--- config.mk ---
export PLATFORM = sky130hd
export DESIGN_NAME = uart_rx_ring_buffer_idle_timeout
export DESIGN_NICKNAME = d
export VERILOG_FILES = /design/src/design/urrb_pkg.sv /design/src/design/urrb_store.sv /design/src/design/urrb_ctrl.sv /design/src/design/uart_rx_ring_buffer_idle_timeout.sv
export SDC_FILE = /design/constraint.sdc
export NUM_CORES = 1
export LEC_CHECK = 0
export BUFFER_PORTS_ARGS = -buffer_cell sky130_fd_sc_hd__buf_4
export CORE_MARGIN = 5
export CORE_UTILIZATION = 40
export DETAILED_ROUTE_END_ITERATION = 8
export HOLD_SLACK_MARGIN = 0.15
export SLEW_MARGIN = 10
export SYNTH_ARGS = -nofsm -noshare
export SYNTH_HDL_FRONTEND = slang
export SYNTH_SLANG_ARGS = --single-unit
--- constraint.sdc ---
create_clock -name clk -period 6.3 [get_ports clk]
set_clock_uncertainty 0.05 [all_clocks]
set_input_delay 0.945 -clock clk [delete_from_list [all_inputs] [get_ports clk]]
set_output_delay 0.945 -clock clk [all_outputs]
set_load 0.05 [all_outputs]
--- src/design/urrb_pkg.sv ---
`timescale 1ns / 1ps

package urrb_pkg;

	localparam int DEPTH = 64;
	localparam int PTR_W = $clog2(DEPTH);
	localparam int CNT_W = $clog2(DEPTH + 1);
	localparam int BYTE_W = 8;
	localparam int TIMER_W = 16;
	localparam int COUNT_OUT_W = 7;
	localparam int ADDR_W = 3;
	localparam int DATA_W = 32;

	localparam logic [TIMER_W-1:0] TIMEOUT_RST = TIMER_W'(50);
	localparam logic [TIMER_W-1:0] ELAPSED_MAX = '1;

	localparam logic [ADDR_W-1:0] REG_IDLE_TIMEOUT = ADDR_W'(0);

	typedef enum logic [1:0] {
		KIND_RECEIVE = 2'd0,
		KIND_POP     = 2'd1,
		KIND_TICK    = 2'd2,
		KIND_CLEAR   = 2'd3
	} kind_t;

	typedef struct packed {
		logic              we;
		logic [PTR_W-1:0]  waddr;
		logic [BYTE_W-1:0] wdata;
		logic              re;
		logic [PTR_W-1:0]  raddr;
	} store_req_t;

	function automatic logic [PTR_W-1:0] ptr_advance(input logic [PTR_W-1:0] ptr);
		logic [PTR_W-1:0] nxt;
		if (ptr == PTR_W'(DEPTH - 1)) begin
			nxt = '0;
		end else begin
			nxt = ptr + PTR_W'(1);
		end
		return nxt;
	endfunction

endpackage

--- src/design/urrb_store.sv ---
`timescale 1ns / 1ps

module urrb_store (
	input  logic                       clk,
	input  urrb_pkg::store_req_t       req,
	output logic [urrb_pkg::BYTE_W-1:0] rd_data
);
	import urrb_pkg::*;

	logic [BYTE_W-1:0] mem [DEPTH];
	logic [BYTE_W-1:0] rd_data_q;

	always_ff @(posedge clk) begin
		if (req.we) begin
			mem[req.waddr] <= req.wdata;
		end
	end

	always_ff @(posedge clk) begin
		if (req.re) begin
			rd_data_q <= mem[req.raddr];
		end
	end

	assign rd_data = rd_data_q;

endmodule

--- src/design/urrb_ctrl.sv ---
`timescale 1ns / 1ps

module urrb_ctrl (
	input  logic                              clk,
	input  logic                              arst_n,
	input  logic                              in_valid,
	output logic                              in_stall,
	input  logic [1:0]                        kind,
	input  logic [urrb_pkg::BYTE_W-1:0]       rx_byte,
	input  logic [urrb_pkg::TIMER_W-1:0]      timeout,
	output urrb_pkg::store_req_t              store_req,
	output logic                              out_valid,
	input  logic                              out_stall,
	output logic                              pop_ok,
	output logic                              pop_empty,
	output logic                              dropped,
	output logic [urrb_pkg::COUNT_OUT_W-1:0]  byte_count,
	output logic                              is_full,
	output logic                              reception_done
);
	import urrb_pkg::*;

	logic [PTR_W-1:0]   wptr_q, wptr_d;
	logic [PTR_W-1:0]   rptr_q, rptr_d;
	logic [CNT_W-1:0]   count_q, count_d;
	logic [TIMER_W-1:0] elapsed_q, elapsed_d;

	logic out_valid_q;
	logic pop_ok_q, pop_empty_q, dropped_q, is_full_q, done_q;
	logic [COUNT_OUT_W-1:0] byte_count_q;

	logic accept;
	logic full, empty;
	logic pop_ok_d, pop_empty_d, dropped_d;
	kind_t kind_e;

	assign in_stall = out_valid_q && out_stall;
	assign accept   = in_valid && !in_stall;
	assign kind_e   = kind_t'(kind);
	assign full     = (count_q >= CNT_W'(DEPTH));
	assign empty    = (count_q == '0);

	always_comb begin
		wptr_d      = wptr_q;
		rptr_d      = rptr_q;
		count_d     = count_q;
		elapsed_d   = elapsed_q;
		pop_ok_d    = 1'b0;
		pop_empty_d = 1'b0;
		dropped_d   = 1'b0;
		store_req.we    = 1'b0;
		store_req.waddr = wptr_q;
		store_req.wdata = rx_byte;
		store_req.re    = 1'b0;
		store_req.raddr = rptr_q;
		case (kind_e)
			KIND_RECEIVE: begin
				if (full) begin
					dropped_d = 1'b1;
				end else begin
					elapsed_d    = '0;
					count_d      = count_q + CNT_W'(1);
					wptr_d       = ptr_advance(wptr_q);
					store_req.we = accept;
				end
			end
			KIND_POP: begin
				if (empty) begin
					pop_empty_d = 1'b1;
				end else begin
					pop_ok_d     = 1'b1;
					count_d      = count_q - CNT_W'(1);
					rptr_d       = ptr_advance(rptr_q);
					store_req.re = accept;
				end
			end
			KIND_TICK: begin
				if (elapsed_q != ELAPSED_MAX) begin
					elapsed_d = elapsed_q + TIMER_W'(1);
				end
			end
			KIND_CLEAR: begin
				wptr_d  = '0;
				rptr_d  = '0;
				count_d = '0;
			end
			default: begin
			end
		endcase
	end

	always_ff @(posedge clk or negedge arst_n) begin
		if (!arst_n) begin
			wptr_q      <= '0;
			rptr_q      <= '0;
			count_q     <= '0;
			elapsed_q   <= '0;
			out_valid_q <= 1'b0;
		end else begin
			if (accept) begin
				wptr_q    <= wptr_d;
				rptr_q    <= rptr_d;
				count_q   <= count_d;
				elapsed_q <= elapsed_d;
			end
			if (accept) begin
				out_valid_q <= 1'b1;
			end else if (!out_stall) begin
				out_valid_q <= 1'b0;
			end
		end
	end

	// result register, payload only
	always_ff @(posedge clk) begin
		if (accept) begin
			pop_ok_q     <= pop_ok_d;
			pop_empty_q  <= pop_empty_d;
			dropped_q    <= dropped_d;
			byte_count_q <= COUNT_OUT_W'(count_d);
			is_full_q    <= (count_d >= CNT_W'(DEPTH));
			done_q       <= (elapsed_d >= timeout);
		end
	end

	assign out_valid      = out_valid_q;
	assign pop_ok         = pop_ok_q;
	assign pop_empty      = pop_empty_q;
	assign dropped        = dropped_q;
	assign byte_count     = byte_count_q;
	assign is_full        = is_full_q;
	assign reception_done = done_q;

endmodule

--- src/design/uart_rx_ring_buffer_idle_timeout.sv ---
// The result of an accepted item is registered on the output register.
// Throughput: one item per cycle; a new item is taken whenever the output
// register is empty or is being taken in the same cycle.
// Reset (arst_n low, asynchronous): pointers, count, idle timer and output valid
// clear; idle timeout register loads 50. Byte store contents are not reset.
`timescale 1ns / 1ps

module uart_rx_ring_buffer_idle_timeout (
	input  logic                                 clk,
	input  logic                                 arst_n,
	input  logic                                 psel,
	input  logic                                 penable,
	input  logic                                 pwrite,
	input  logic [urrb_pkg::ADDR_W-1:0]          paddr,
	input  logic [urrb_pkg::DATA_W-1:0]          pwdata,
	output logic [urrb_pkg::DATA_W-1:0]          prdata,
	output logic                                 pready,
	input  logic                                 in_valid,
	output logic                                 in_stall,
	input  logic [1:0]                           kind,
	input  logic [urrb_pkg::BYTE_W-1:0]          rx_byte,
	output logic                                 out_valid,
	input  logic                                 out_stall,
	output logic [urrb_pkg::BYTE_W-1:0]          popped_byte,
	output logic                                 pop_empty,
	output logic                                 dropped,
	output logic [urrb_pkg::COUNT_OUT_W-1:0]     byte_count,
	output logic                                 is_full,
	output logic                                 reception_done
);
	import urrb_pkg::*;

	logic [TIMER_W-1:0] timeout_q;
	logic               cfg_wr;
	logic               sel_timeout;
	store_req_t         store_req;
	logic [BYTE_W-1:0]  rd_data;
	logic               pop_ok;

	assign pready = 1'b1;
	assign cfg_wr = psel && penable && pwrite && pready;

	// registers are word aligned, the low two address bits are ignored
	assign sel_timeout = (paddr[ADDR_W-1:2] == REG_IDLE_TIMEOUT[ADDR_W-1:2]);

	always_ff @(posedge clk or negedge arst_n) begin
		if (!arst_n) begin
			timeout_q <= TIMEOUT_RST;
		end else if (cfg_wr && sel_timeout) begin
			timeout_q <= pwdata[TIMER_W-1:0];
		end
	end

	always_comb begin
		prdata = '0;
		if (sel_timeout) begin
			prdata = DATA_W'(timeout_q);
		end
	end

	urrb_ctrl u_ctrl (
		.clk            (clk),
		.arst_n         (arst_n),
		.in_valid       (in_valid),
		.in_stall       (in_stall),
		.kind           (kind),
		.rx_byte        (rx_byte),
		.timeout        (timeout_q),
		.store_req      (store_req),
		.out_valid      (out_valid),
		.out_stall      (out_stall),
		.pop_ok         (pop_ok),
		.pop_empty      (pop_empty),
		.dropped        (dropped),
		.byte_count     (byte_count),
		.is_full        (is_full),
		.reception_done (reception_done)
	);

	urrb_store u_store (
		.clk     (clk),
		.req     (store_req),
		.rd_data (rd_data)
	);

	assign popped_byte = pop_ok ? rd_data : '0;

endmodule

==> results.json, run 1 <==
{
  "run_status": "complete, no violations",
  "cap_violations": 0,
  "drt-initial-drc-count": 1196,
  "finalNetCount": 1648,
  "max_stage_delay_ps": 890,
  "synth_top_area_share_pct": 64.7,
  "htreeDepth": 2,
  "setup_viol": 0,
  "ant_nets": 0,
  "rsz0062_at_grt": "no",
  "gp_congestion": 0.811,
  "vias": 13500,
  "synth_warnings": 0,
  "area_growth_pct": 12.6,
  "synth-async-reset-ratio_pct": 8.92,
  "holdBufCountCts": 0,
  "worstHoldPathType": "input port to asynchronous set/reset pin",
  "max-vdd-ir-drop_uv": 254,
  "post_synth_fa_ha_maj_area_fraction_pct": 1.07,
  "fp.dieW_um": 258,
  "fillers": 5225,
  "p_leak_nw": 9.22,
  "drc": 0,
  "tightest_slew_ps": 1250,
  "portBuffers": 70,
  "fin_util_pct": 45.2,
  "start_kind": "register",
  "syn_area_mm2": 0.0246,
  "p_per_area_mw_per_mm2": 383,
  "diodes": 0,
  "synth_edf_count": 531,
  "initial_utilization_pct": 40.2,
  "cp_data_arrival_time_ps": 3750,
  "syn_avg_cell_area_um2": 16.3,
  "synth_top_family_by_area": "multiplexers",
  "worstSetupEndpointType": "register",
  "tritoncts": "built",
  "crit_chain": "or3_1 > nor2_1 > nand3_1 > nor2_1",
  "synthSimpleGateAreaFrac_pct": 6.34,
  "grt_pass1_vias": 13500,
  "finalCritPeriodShare_pct": 56.6,
  "cts_resized": 0,
  "wirelength_um": 56900,
  "clock-root-buffer": "clkbuf_16",
  "ys_ff_latch": 583,
  "synth-compound-area-share_pct": 6.23,
  "synth_ff_type": "edfxtp_1",
  "clockBufferDepth": 3,
  "wl_per_cell_um": 23.6,
  "cts_setup_buffers": 0,
  "syn_inst": 1511,
  "synth_area_leaders": "edfxtp_1 65%, mux4_2 7.4%, dfrtp_1 5.0%",
  "grt_max_degree": 65,
  "grt.total_usage_pct": 16.7,
  "dr.pass1.iters": 5,
  "fin_hold_ws_ps": 341,
  "final_common_cell": "edfxtp_1",
  "crit_path_frequent_cell": "nor2_1",
  "crit_type": "register to register",
  "slew_headroom_pct": 16.3,
  "cts_sinks": 583,
  "synth_cell_type_count": 72,
  "grt_pass1_wl_um": 84700,
  "setup_tns_ps": 0,
  "fp.dieH_um": 258,
  "row_count": 91,
  "cp_max_fo": 15,
  "yosysTopAreaCell": "edfxtp_1",
  "drive_above_1_share_pct": 18.6,
  "slowest_stage": "nor2_1",
  "clock_latency_ps": 620,
  "worstPathRequired_ps": 6490,
  "grt_overflow": 0,
  "ys_seq_area_share_pct": 70.0,
  "vias_per_cell": 5.57,
  "mostFrequentLayoutCells": "531 x edfxtp_1, 118 x nor2_1, 100 x mux2i_1",
  "final_period_minus_worst_setup_slack_ps": 3560,
  "numCtsBuffers": 58,
  "synth.area.mux_share_pct": 13.4,
  "dpl.hpwl_um": 34600,
  "fmax_mhz": 281,
  "slew_viol_final": 0,
  "die_area_mm2": 0.0667,
  "io_pins": 106,
  "synth-xor-area-share_pct": 0.107,
  "cts.clk_slew.worst_paths_ps": 60,
  "hold_violations": 0,
  "core_mm2": 0.0614,
  "antenna_found_initial": 0
}
worst max-delay path, delay by kind of cell, from the launching register on:
family           cells  cell delay [ps]
flip-flops           1              570
AND/OR/NAND/NOR      4             2560
cell families (layout without fill, tap and decap cells):
| logic type | Yosys count | count (layout) |
|---|---|---|
| flops | 583 | 583 |
| fa+ha+maj | 21 | 21 |
| compound gates | 231 | 231 |
| xor+xnor | 3 | 3 |
| buf+inv | 130 | 228 |
| other cells | 2 | 17 |
| simple gates | 326 | 326 |
| mux | 215 | 215 |
cell type report:
| cell class | count | area (um2) | area share, % |
|---|---|---|---|
| clock buffer | 75 | 1550 | 5.57 |
| clock inverter | 34 | 420 | 1.51 |
| inverter | 28 | 105 | 0.379 |
| multi-input combinational | 813 | 6750 | 24.3 |
| sequential | 583 | 17300 | 62.2 |
| tap | 790 | 988 | 3.56 |
| timing repair buffer | 91 | 683 | 2.46 |
routing by layer:
layer	share of wire (%)	track usage, %	up-vias
met2	50	28.5	379
met4	2.6	4.88	0
met5	0	0	-
met1	42	22.5	6922
met3	5.2	2.31	88
li1	-	-	6068
power breakdown:
group | internal (mW) | switching [mW] | total, mW
Sequential | 4.34 | 0.232 | 4.57
Clock | 2.07 | 1.47 | 3.53
Combinational | 1.06 | 1.46 | 2.52
worst paths after layout:
path                                               start                            to  slack (ps)  depth (start not counted)
setup / recovery           u_ctrl.count_q[6]$_DFFE_PN0P_  u_store.mem[34][0]$_DFFE_PP_        2740                          4
hold / removal                                    arst_n      timeout_q[7]$_DFFE_PN0P_         340                          1
setup reg to reg           u_ctrl.count_q[6]$_DFFE_PN0P_  u_store.mem[34][0]$_DFFE_PP_        2740                          4
hold reg to reg                 timeout_q[2]$_DFFE_PN0P_      timeout_q[2]$_DFFE_PN0P_         460                          1
max in group asynchronous                         arst_n  u_ctrl.rptr_q[1]$_DFFE_PN0P_        5290                          1
min in group clk                timeout_q[2]$_DFFE_PN0P_      timeout_q[2]$_DFFE_PN0P_         460                          1
flip-flops by register name (all words and copies together), names as in the netlist:
name,flops
u_ctrl.elapsed_q,16
u_ctrl.rptr_q,6
u_ctrl.pop_empty,1
u_ctrl.dropped,1
u_store.mem,512
timeout_q,16
u_ctrl.pop_ok,1
u_ctrl.out_valid,1
u_store.rd_data,8
u_ctrl.wptr_q,6
u_ctrl.reception_done,1
u_ctrl.byte_count,7
u_ctrl.count_q,7
synth_stat cells, types with 7 or more instances:
master	number
buf_4	21
o211ai_1	7
and2_1	13
mux2i_1	100
nand2_1	70
buf_6	13
nand3_1	30
nor2_1	118
mux2_2	28
inv_1	27
a31oi_1	15
and3_1	12
dfrtp_1	49
a221oi_1	19
buf_2	19
nand2b_1	9
or3_1	7
mux4_2	81
a21o_1	8
edfxtp_1	531
ha_1	21
nor3_1	18
clkbuf_1	42
a22oi_1	28
a21oi_1	52
nor2b_1	14
o21ai_0	44
stage by stage:
step           cells  worst slack (ps)  power [mW]  area [um2]
5_1_grt         2414              2440        11.1       27800
6_report        2414              2740        10.6       27800
3_5_place_dp    2305              2200        7.19       25800
3_3_place_gp    2305              2240        7.16       25800
2_1_floorplan   1526              2950        6.49       24700
4_1_cts         2414              2730        10.7       27800
No activity file was read; power rests on OpenSTA's default activity.
==> inputs of run 2 (changes only) <==
ABC_AREA = 1   (was unset)
clock period = 3.15 ns   (was 6.3 ns; I/O delays follow)
==> results.json, run 2 <==
{
  "slowest_stage": "dfrtp_1",
  "portBuffers": 70,
  "synth_area_leaders": "edfxtp_1 61%, nand2_1 13%, nand3_1 8.4%",
  "yosysMostFrequentCell": "nand2_1",
  "p_int_mw": 15.1,
  "clockBufferDepth": 3,
  "setup_tns_ps": 0,
  "grt_pass1_vias": 17900,
  "syn_avg_cell_area_um2": 10.1,
  "drive_above_1_share_pct": 10.6,
  "worstRegToRegCells": 17,
  "gp_congestion": 0.897,
  "finalNetCount": 2793,
  "ys_ff_latch": 583,
  "p_sw_mw": 8.12,
  "largest_reg_flops": 512,
  "synth_top_area_share_pct": 60.9,
  "dp_cells": 3489,
  "cp_top_family": "simple AND/OR/NAND/NOR gates",
  "design_area_mm2": 0.0301,
  "synth_ff_type": "edfxtp_1",
  "final_period_minus_worst_setup_slack_ps": 2810,
  "grt_pass1_wl_um": 101000,
  "dr.pass1.iters": 5,
  "rsz0062_at_grt": "no",
  "worstSetupEndpointType": "register",
  "setup.worst_path.start": "u_ctrl.elapsed_q[0]$_DFFE_PN0P_",
  "clock-root-buffer": "clkbuf_16",
  "synth-async-reset-ratio_pct": 8.92,
  "drc": 0,
  "p_per_area_mw_per_mm2": 771,
  "fin_util_pct": 46.6,
  "dpl.hpwl_um": 38500,
  "cp_data_arrival_time_ps": 3090,
  "fp.dieH_um": 266,
  "core_mm2": 0.0647,
  "vias_per_cell": 5.08,
  "tritoncts": "built",
  "row_count": 93,
  "crit_path_frequent_cell": "nand2_1",
  "r2r_start": "u_ctrl.elapsed_q[0]$_DFFE_PN0P_",
  "cts_resized": 0,
  "ys_seq_area_share_pct": 65.8,
  "syn_inst": 2604,
  "crit_chain": "ha_1 > inv_1 > nor2_1 > nand2_2 > nor2_2 > nand2_2 > nand2_1 > nand3_1 > nand2_1 > inv_1 > ha_1 > a21oi_1 > o21ai_0 > nand2_1 > o211ai_1 > nand2_1 > nand3_1",
  "fmax_mhz": 356,
  "htreeDepth": 3,
  "start_kind": "register",
  "cap_violations": 0,
  "numCtsBuffers": 66,
  "critPathCapture": "u_ctrl.reception_done$_DFFE_PP_",
  "worstHoldPathType": "input port to register",
  "slew_viol_final": 0,
  "reg_top3": "u_store.mem (512), timeout_q (16), u_ctrl.elapsed_q (16)",
  "yosysTopAreaCell": "edfxtp_1",
  "p_sw_share_pct": 35.0,
  "cts_sinks": 583,
  "clock_latency_ps": 610,
  "finalCritPeriodShare_pct": 89.1,
  "yosys-top-cells-count": "889 x nand2_1, 531 x edfxtp_1, 442 x nand3_1",
  "rrSetupSlack_ps": 340,
  "cts.clk_slew.worst_paths_ps": 60,
  "grt_overflow": 0,
  "worstPathRequired_ps": 3430,
  "max-vdd-ir-drop_uv": 634,
  "syn_area_mm2": 0.0262,
  "area_growth_pct": 15.0,
  "vias": 18400,
  "final_common_cell": "nand2_1",
  "r2r_end": "u_ctrl.reception_done$_DFFE_PP_",
  "fp.dieW_um": 266,
  "p_clk_share_pct": 32.2,
  "synth_cell_type_count": 38,
  "total_power_mw": 23.2,
  "max_stage_delay_ps": 490,
  "grt_max_degree": 132,
  "drt-initial-drc-count": 1799,
  "slew_headroom_pct": 23.9,
  "die_area_mm2": 0.0707,
  "wl_per_cell_um": 18.1,
  "cp_max_fo": 8,
  "hold_violations": 0,
  "initial_utilization_pct": 40.5,
  "antenna_found_initial": 1,
  "grt.total_usage_pct": 18.2,
  "setup_viol": 0,
  "largest_register": "u_store.mem",
  "io_pins": 106,
  "combPwrFrac_pct": 29.3,
  "synth_edf_count": 531,
  "p_leak_nw": 12.3,
  "synth_warnings": 0,
  "crit_type": "register to register",
  "stdcell_count": 3626,
  "pwr-share-seq_pct": 38.4,
  "tightest_slew_ps": 1140,
  "wirelength_um": 65600,
  "crit_cells": 17,
  "ant_nets": 0,
  "mostFrequentLayoutCells": "889 x nand2_1, 531 x edfxtp_1, 442 x nand3_1",
  "cts_setup_buffers": 0,
  "place_area_mm2": 0.0278,
  "path_buf_inv": 2,
  "run_status": "complete, no violations"
}
run 2: changes by cell type after synthesis, moves of 27 or more:
cell / change
buf_2: +54
inv_1: +215
a22oi_1: -27
nand3_1: +412
nand2_1: +819
mux2_2: -28
mux2i_1: -100
mux4_2: -81
run 2: how the worst min path moves through the flow:
stage,start,endpoint,depth (start not counted)
6_report,kind[0],u_ctrl.elapsed_q[2]$_DFFE_PN0P_,4
5_1_grt,kind[0],u_ctrl.elapsed_q[2]$_DFFE_PN0P_,4
4_1_cts,kind[0],u_ctrl.elapsed_q[2]$_DFFE_PN0P_,4
3_5_place_dp,u_ctrl.out_valid$_DFFE_PN0P_,u_ctrl.out_valid$_DFFE_PN0P_,2
3_3_place_gp,u_ctrl.out_valid$_DFFE_PN0P_,u_ctrl.out_valid$_DFFE_PN0P_,2
2_1_floorplan,arst_n,timeout_q[0]$_DFFE_PN0P_,0
run 2: repair_timing:
action,4_1_cts,5_1_grt
hold buffers,18,0
endpoints found under the setup margin,0,0
hold endpoints to repair,66,0
run 2: final cells by class:
class	count	area, um2
timing repair buffer	181	1490
clock buffer	90	1780
fill	6022	34600
sequential	583	17300
antenna	1	2.50
tap	855	1070
inverter	251	951
multi-input combinational	1637	7250
clock inverter	28	320
run 2: cells by family after synthesis:
family / synth area share (%)
AOI/OAI and AO/OA: 1.60
xor gates and xnor gates: 0.301
adders and majority gates: 1.00
buffers and inverters: 6.70
DFF: 65.8
other: 0.0287
and+or+nand+nor: 24.5
run 2: routing by layer:
metal / routed length, um / vias to the layer above / GRT usage, %
met4: 2050 / 2 / 6.93
met2: 30500 / 581 / 28.9
met5: 7 / - / 0
met1: 28800 / 8832 / 25.1
met3: 4150 / 127 / 3.19
li1: - / 8872 / -
run 2: power groups by stage:
stage,combinational [mW],clock [mW],sequential [mW]
floorplan,4.80,0,9.03
global placement,6.69,0,9.07
detailed placement,6.76,0,9.08
CTS,6.81,7.66,8.92
global route,7.57,7.99,8.96
finish,6.81,7.49,8.93
run 2: worst min-delay path: cells and delay by family:
kind | cells | cell delay, ps
AND/OR/NAND/NOR | 3 | 200
buffers and inverters | 1 | 130
run 2: through the flow:
stage          hold WS (ps)  worst slack, ps
2_1_floorplan           127              534
3_3_place_gp            449              336
6_report                200              344
3_5_place_dp            478              370
5_1_grt                 215             94.8
4_1_cts                 159              352
